==> src/sv/stid_pkg.sv <==
// shared types and constants for the sorted table insert/delete block
// no dependencies; used by stid_cell and sorted_table_insert_delete
package stid_pkg;

   localparam int DEFAULT_CAPACITY = 16;
   localparam int VALUE_W          = 32;
   localparam int POS_W            = 4;
   localparam int POS_SPAN         = 2 ** POS_W;
   localparam int COUNT_W          = 5;

   // operation codes
   localparam logic [1:0] OP_INSERT = 2'd0;
   localparam logic [1:0] OP_DELETE = 2'd1;
   localparam logic [1:0] OP_READ   = 2'd2;

   // status codes
   localparam logic [1:0] ST_OK        = 2'd0;
   localparam logic [1:0] ST_NOT_FOUND = 2'd1;
   localparam logic [1:0] ST_FULL      = 2'd2;
   localparam logic [1:0] ST_RANGE     = 2'd3;

   typedef struct packed {
      logic [1:0]                op;
      logic signed [VALUE_W-1:0] value;
      logic [POS_W-1:0]          position;
   } req_type;

   typedef struct packed {
      logic [1:0]                status;
      logic [COUNT_W-1:0]        count;
      logic signed [VALUE_W-1:0] read_value;
   } rsp_type;

   // broadcast to every cell
   typedef struct packed {
      logic signed [VALUE_W-1:0] value;
      logic                      ins;
      logic                      del;
   } cell_cmd_type;

   // per-cell compare results
   typedef struct packed {
      logic lt;
      logic eq_first;
   } cell_flags_type;

endpackage

==> src/sv/sorted_table_insert_delete.sv <==
// top level of the sorted table: a chain of compare-and-shift cells plus result register
// depends on stid_pkg and stid_cell
//
// Keeps up to CAPACITY signed 32-bit values in ascending order in a row of cells, one
// entry per cell. Every cell compares its entry with the beat's value at once, so an
// insert, a delete or a read is applied by all cells together: one operation per clock is
// accepted while the result register can take it, and its result appears in the output
// register on the following cycle. The single result register is the only thing that sets
// the rate; a new beat is taken whenever that register is empty or being drained in the
// same cycle. Insert goes in front of equal entries, delete removes the first equal entry,
// read returns the entry at the given position, and only the first 16 positions can be
// read. Count is reported on 5 bits.
module sorted_table_insert_delete #(
   parameter int CAPACITY = stid_pkg::DEFAULT_CAPACITY
) (
   input  logic              clock,
   input  logic              reset,
   input  logic              req_valid,
   output logic              req_ready,
   input  stid_pkg::req_type req_data,
   output logic              rsp_valid,
   input  logic              rsp_ready,
   output stid_pkg::rsp_type rsp_data
);
   import stid_pkg::*;

   localparam int CNT_W = $clog2(CAPACITY + 1);
   localparam int CMP_W = (CNT_W > POS_W) ? CNT_W : POS_W;

   // entry count and handshake state
   logic [CNT_W-1:0]          count_ff;
   logic [CNT_W-1:0]          count_in;
   logic                      rsp_valid_ff;
   logic                      rsp_valid_in;
   rsp_type                   rsp_ff;
   rsp_type                   rsp_in;

   // cell row
   cell_cmd_type              cmd;
   logic [CAPACITY-1:0]       cell_valid;
   logic [CAPACITY-1:0]       eq_vec;
   cell_flags_type            cell_flags [CAPACITY];
   logic signed [VALUE_W-1:0] cell_entry [CAPACITY];
   logic signed [VALUE_W-1:0] rd_arr     [POS_SPAN];

   logic                      req_fire;
   logic                      full;
   logic                      found;
   logic                      pos_ok;
   logic [CMP_W-1:0]          pos_x;
   logic [CMP_W-1:0]          cnt_x;

   assign req_ready = !rsp_valid_ff || rsp_ready;
   assign req_fire  = req_valid && req_ready;
   assign full      = (count_ff == CNT_W'(CAPACITY));
   assign found     = |eq_vec;

   // broadcast command: shift only when the operation really changes the table
   always_comb begin
      cmd.value = req_data.value;
      cmd.ins   = req_fire && (req_data.op == OP_INSERT) && !full;
      cmd.del   = req_fire && (req_data.op == OP_DELETE) && found;
   end

   // the chain: each cell sees its neighbors' entries and the left neighbor's compare
   for (genvar i = 0; i < CAPACITY; i++) begin : g_cell
      logic                      prev_lt;
      logic signed [VALUE_W-1:0] prev_entry;
      logic signed [VALUE_W-1:0] next_entry;

      assign cell_valid[i] = (CNT_W'(i) < count_ff);
      assign eq_vec[i]     = cell_flags[i].eq_first;

      if (i == 0) begin : g_head
         // nothing in front of the first cell
         assign prev_lt    = 1'b1;
         assign prev_entry = req_data.value;
      end else begin : g_body
         assign prev_lt    = cell_flags[i-1].lt;
         assign prev_entry = cell_entry[i-1];
      end

      if (i == CAPACITY - 1) begin : g_tail
         // last cell empties on delete
         assign next_entry = '0;
      end else begin : g_link
         assign next_entry = cell_entry[i+1];
      end

      stid_cell u_cell (
         .clock      (clock),
         .cmd        (cmd),
         .valid      (cell_valid[i]),
         .prev_lt    (prev_lt),
         .prev_entry (prev_entry),
         .next_entry (next_entry),
         .flags      (cell_flags[i]),
         .entry      (cell_entry[i])
      );
   end

   // read port covers the positions the 4-bit field can address
   for (genvar j = 0; j < POS_SPAN; j++) begin : g_rd
      if (j < CAPACITY) begin : g_cell_tap
         assign rd_arr[j] = cell_entry[j];
      end else begin : g_pad
         assign rd_arr[j] = '0;
      end
   end

   assign pos_x  = CMP_W'(req_data.position);
   assign cnt_x  = CMP_W'(count_ff);
   assign pos_ok = (pos_x < cnt_x);

   // next count
   always_comb begin
      count_in = count_ff;
      if (cmd.ins) begin
         count_in = count_ff + 1'b1;
      end else if (cmd.del) begin
         count_in = count_ff - 1'b1;
      end
   end

   // result for the beat being accepted
   always_comb begin
      rsp_in.status     = ST_OK;
      rsp_in.count      = COUNT_W'(count_in);
      rsp_in.read_value = '0;
      unique case (req_data.op)
         OP_INSERT: begin
            if (full) begin
               rsp_in.status = ST_FULL;
            end
         end
         OP_DELETE: begin
            if (!found) begin
               rsp_in.status = ST_NOT_FOUND;
            end
         end
         OP_READ: begin
            if (pos_ok) begin
               rsp_in.read_value = rd_arr[req_data.position];
            end else begin
               rsp_in.status = ST_RANGE;
            end
         end
         default: begin
            // unused code: no change, plain ok
            rsp_in.status = ST_OK;
         end
      endcase
   end

   assign rsp_valid_in = req_fire || (rsp_valid_ff && !rsp_ready);

   always_ff @(posedge clock) begin
      if (reset) begin
         count_ff     <= '0;
         rsp_valid_ff <= 1'b0;
      end else begin
         count_ff     <= count_in;
         rsp_valid_ff <= rsp_valid_in;
      end
   end

   // result payload, loaded on accept
   always_ff @(posedge clock) begin
      if (req_fire) begin
         rsp_ff <= rsp_in;
      end
   end

   assign rsp_valid = rsp_valid_ff;
   assign rsp_data  = rsp_ff;

   // count stays within the table
   a_count_bound: assert property (@(posedge clock) disable iff (reset)
      count_ff <= CNT_W'(CAPACITY))
      else $error("entry count beyond capacity");

   // insert and delete never shift in the same cycle
   a_one_shift: assert property (@(posedge clock) disable iff (reset)
      !(cmd.ins && cmd.del))
      else $error("insert and delete shift together");

   // a successful insert grows the table by one
   a_ins_count: assert property (@(posedge clock) disable iff (reset)
      cmd.ins |=> count_ff == $past(count_ff) + 1'b1)
      else $error("insert did not grow the count");

   // at most one cell claims the first match
   a_one_match: assert property (@(posedge clock) disable iff (reset)
      $onehot0(eq_vec))
      else $error("several cells claim the first match");

   // stored entries stay in ascending order
   for (genvar k = 1; k < CAPACITY; k++) begin : g_order_chk
      a_sorted: assert property (@(posedge clock) disable iff (reset)
         cell_valid[k] |-> cell_entry[k-1] <= cell_entry[k])
         else $error("table out of order");
   end

endmodule

==> src/sv/stid_cell.sv <==
// one compare-and-shift cell of the sorted table chain
// depends on stid_pkg
module stid_cell (
   input  logic                                  clock,
   input  stid_pkg::cell_cmd_type                cmd,
   input  logic                                  valid,
   input  logic                                  prev_lt,
   input  logic signed [stid_pkg::VALUE_W-1:0]   prev_entry,
   input  logic signed [stid_pkg::VALUE_W-1:0]   next_entry,
   output stid_pkg::cell_flags_type              flags,
   output logic signed [stid_pkg::VALUE_W-1:0]   entry
);
   import stid_pkg::*;

   logic signed [VALUE_W-1:0] entry_ff;
   logic signed [VALUE_W-1:0] entry_in;
   logic                      lt;
   logic                      write;

   always_comb begin
      lt             = valid && (entry_ff < cmd.value);
      flags.lt       = lt;
      // first matching entry: everything in front of it is smaller
      flags.eq_first = valid && (entry_ff == cmd.value) && prev_lt;
      // cells at or past the slot move, cells in front stay
      write          = (cmd.ins || cmd.del) && !lt;
      if (cmd.del) begin
         entry_in = next_entry;
      end else if (prev_lt) begin
         entry_in = cmd.value;
      end else begin
         entry_in = prev_entry;
      end
   end

   always_ff @(posedge clock) begin
      if (write) begin
         entry_ff <= entry_in;
      end
   end

   assign entry = entry_ff;

endmodule

==> config.mk <==
export PLATFORM = sky130hd
export DESIGN_NAME = sorted_table_insert_delete
export DESIGN_NICKNAME = d
export VERILOG_FILES = /design/src/sv/stid_pkg.sv /design/src/sv/sorted_table_insert_delete.sv /design/src/sv/stid_cell.sv
export SDC_FILE = /design/constraint.sdc
export NUM_CORES = 2
export LEC_CHECK = 0
export BUFFER_PORTS_ARGS = -buffer_cell sky130_fd_sc_hd__buf_2
export CORE_ASPECT_RATIO = 0.75
export CORE_MARGIN = 4
export CORE_UTILIZATION = 55
export CTS_CLUSTER_DIAMETER = 80
export DETAILED_ROUTE_END_ITERATION = 8
export GPL_TIMING_DRIVEN = 0
export PLACE_DENSITY = 0.78
export SLEW_MARGIN = 20
export SYNTH_ARGS = -nofsm -noshare
export SYNTH_HDL_FRONTEND = slang
export SYNTH_SLANG_ARGS = --single-unit
==> constraint.sdc <==
create_clock -name clock -period 8.86 [get_ports clock]
set_input_delay 2.215 -clock clock [delete_from_list [all_inputs] [get_ports clock]]
set_output_delay 2.215 -clock clock [all_outputs]
set_load 0.005 [all_outputs]
==> insert_results.sql <==
INSERT INTO impl_metrics (metric_group, metric, value, unit) VALUES
('status', 'status', 'finished clean', ''),
('floorplanning', 'floorplan.rows', '88', ''),
('worst_setup_path', 'critPathTopFamily', 'buffers and inverters', ''),
('routing', 'tritonroute_pass_1_iters', '9', ''),
('placement', 'place_congestion', '1.11', ''),
('placement', 'post-place-cells', '5383', ''),
('placement', 'placed_cell_area', '45200', 'sq um'),
('finish', 'drive_gt1_share', '11.3', '%'),
('timing', 'maxClockFrequency', '0.114', 'GHz'),
('power', 'fin_total_pwr', '6.60', 'mW'),
('clocking', 'clock_sink_count', '557', ''),
('placement', 'portBuffers', '81', ''),
('yosys', 'synth.distinct_cells', '71', ''),
('power', 'power_per_cell_area', '140', 'nW/um^2'),
('finish', 'most_used_cells_in_the_layout_excluding_fill_and_tap_cells', '838 x a21oi_1, 748 x nor2_1, 551 x edfxtp_1, 518 x ha_1, 300 x mux2i_1', ''),
('routing', 'routed_wl', '158', 'mm'),
('yosys', 'synth_cells', '4249', ''),
('finish', 'layout.cells.most_common', 'a21oi_1', ''),
('yosys', 'number_of_synthesis_warnings', '0', ''),
('clocking', 'clockRootBuffer', 'clkbuf_16', ''),
('power', 'total_leakage_power', '18.2', 'nW'),
('timing', 'timing_worst_slew_pin_value', '1300', 'ps'),
('timing', 'endpoints_failing_setup', '0', ''),
('placement', 'detailed_place_hpwl', '129', 'mm'),
('yosys', 'post_synth_instance_area', '42900', 'sq um'),
('worst_setup_path', 'cp.arrival', '9170', 'ps'),
('worst_setup_path', 'path_cells', 'buf_2 -> inv_1 -> ha_1 -> nand4_1 -> nor4_1 -> o21ai_0 -> o211ai_1 -> a221oi_1 -> xnor2_1 -> o22ai_1 -> a211oi_1 -> a41oi_2 -> nor2_4 -> buf_2 -> nor2_4 -> buf_16', ''),
('hold_path', 'worstHoldPathType', 'reg2reg', ''),
('yosys', 'synth-edff-count', '551', ''),
('yosys', 'ys_ff_latch', '557', ''),
('clocking', 'tritoncts.num_buffers', '60', ''),
('clocking', 'clockBufferDepth', '3', ''),
('worst_setup_path', 'worst-path-buf-inv', '4', ''),
('yosys', 'synth-seq-area-share', '38.8', '%'),
('floorplanning', 'floorplan.die_area', '82600', 'sq um'),
('clocking', 'cts_setup_buffers', '0', ''),
('timing', 'final_hold_vios', '0', ''),
('clocking', 'path_clk_slew', '60', 'ps'),
('worst_setup_path', 'worst_path_max_delay_cell', 'xnor2_1', ''),
('clocking', 'insertion_delay', '670', 'ps'),
('finish', 'area_growth_syn_to_layout', '9.90', '%'),
('routing', 'post_drt_via_cell_ratio', '6.89', ''),
('yosys', 'netlist.top_cell.by_area', 'edfxtp_1', ''),
('yosys', 'synthesis.nets', '4809', ''),
('yosys', 'biggest_area_contributors_in_the_synthesized_netlist', 'edfxtp_1 39%, ha_1 15%, a21oi_1 9.8%', ''),
('timing', 'worst_slew_margin_rel', '13.4', '%'),
('yosys', 'dominant_synthesized_flop_cell', 'edfxtp_1', ''),
('global_route', 'groute.usage.overall', '37.5', '%'),
('routing', 'drt_iter0_markers', '6916', ''),
('yosys', 'async_reset_ff_share', '0', '%'),
('finish', 'final.fill_count', '6404', ''),
('routing', 'routed-via-count', '37912', ''),
('clocking', 'ctsHtreeMaxLevel', '2', ''),
('clocking', 'cts_repair_resize_count', '0', ''),
('power', 'vdd_ir_drop_max', '0.149', 'mV'),
('worst_setup_path', 'critical_path.max_stage_delay', '990', 'ps'),
('routing', 'postRouteAntennaNets', '0', ''),
('yosys', 'synth_area_per_cell', '10.1', 'sq um'),
('finish', 'fin_nets', '4971', ''),
('clocking', 'cts_hold_buf', '0', ''),
('floorplanning', 'die_y', '250', 'microns'),
('global_route', 'grt_remaining_overflow', '0', ''),
('routing', 'drc_errors', '0', ''),
('worst_setup_path', 'critical_path_peak_fanout', '22', ''),
('worst_setup_path', 'crit_type', 'in2reg', ''),
('routing', 'route.detailed.wl_per_inst', '28.8', 'microns'),
('global_route', 'wire_length_of_the_first_global_routing_pass', '228', 'mm'),
('floorplanning', 'floorplan.io_pins', '83', ''),
('worst_setup_path', 'required', '9270', 'ps'),
('global_route', 'pin_count_of_the_biggest_net_entering_global_routing', '27', ''),
('job', 'drv_cap', '0', '');
-- where the power goes --
part	switching (mW)	total, mW	internal [mW]	leakage, nW
Combinational	0.570	0.927	0.357	12.1
Sequential	0.0975	3.07	2.97	5.13
Clock	1.15	2.60	1.46	0.943
-- kinds of logic (layout without fill, tap and decap cells) --
logic type / Yosys count / count (layout) / share of synthesized area [%]
fa+ha+maj: 518 / 518 / 15.1
buf+inv: 336 / 548 / 3.31
compound gates: 1093 / 1093 / 14.1
other cells: 0 / 3 / 0
xor+xnor: 12 / 12 / 0.245
flops: 557 / 557 / 38.8
mux: 467 / 467 / 15.6
simple gates: 1266 / 1266 / 12.8
-- sequential cells by signal, summed over array words and instances (netlist names) --
register	cells
cnt_x	5
g_cell.u_cell.entry	512
rsp_data	39
rsp_valid	1
-- layer usage --
layer	vias up	wire length (microns)	GRT usage, %
li1	16435	-	-
met4	8	5380	10.9
met5	-	80	0.176
met1	18101	61500	54.5
met3	354	28400	14.6
met2	3014	63100	51.7
-- metrics by stage --
stage / utilization [%] / hold WS (ps) / setup TNS [ps] / setup slack [ps]
floorplan: - / 537 / 0 / 1880
global placement: 57.9 / 510 / -390800 / -974
detailed placement: 58.7 / 525 / 0 / 62.0
CTS: 61.1 / 534 / 0 / 753
global route: 61.2 / 563 / 0 / 202
finish: 61.2 / 525 / 0 / 100
-- final timing paths --
| check | from | endpoint | slack [ps] | cells after the start |
|---|---|---|---|---|
| setup / recovery | req_data[19] | g_cell[1].u_cell.entry[5] | 100 | 16 |
| hold / removal | rsp_valid | rsp_valid | 530 | 2 |
| setup reg to reg | g_cell[14].u_cell.entry[14] | g_cell[1].u_cell.entry[5] | 2100 | 14 |
| hold reg to reg | rsp_valid | rsp_valid | 530 | 2 |
-- synthesized netlist by cell type (7+ instances only) --
| library cell | count |
|---|---|
| a211oi_1 | 17 |
| nor3_1 | 28 |
| o211ai_1 | 15 |
| edfxtp_1 | 551 |
| nor2_1 | 762 |
| and4_1 | 9 |
| a21o_1 | 72 |
| o21ai_0 | 62 |
| nand4_1 | 110 |
| nor2b_1 | 52 |
| a21boi_0 | 9 |
| nand3_1 | 55 |
| a21oi_1 | 840 |
| xnor2_1 | 8 |
| buf_1 | 17 |
| buf_2 | 116 |
| a221o_1 | 7 |
| a221oi_1 | 11 |
| inv_1 | 79 |
| nand2b_1 | 12 |
| mux4_2 | 160 |
| ha_1 | 518 |
| mux2i_1 | 300 |
| nor4_1 | 22 |
| o21a_1 | 9 |
| clkbuf_1 | 121 |
| nand2_1 | 188 |
-- worst min-delay path, stage by stage, from the launching register on --
cell and delay (ps):
dfxtp_1 310, nand2b_1 100, a21oi_1 70
-- layout make-up --
type                    count  area, sq um  area share [%]
diodes                      3         7.51          0.0159
plain buffers             256         1130            2.39
clock buffers              76         1580            3.36
clock inverters            36          339           0.719
inverters                  80          303           0.642
multi-input cells        3356        25000            52.9
flip-flops and latches    557        16700            35.3
well taps                1035         1290            2.75
repair buffers            100          870            1.84
(Power assumes the default switching activity.)
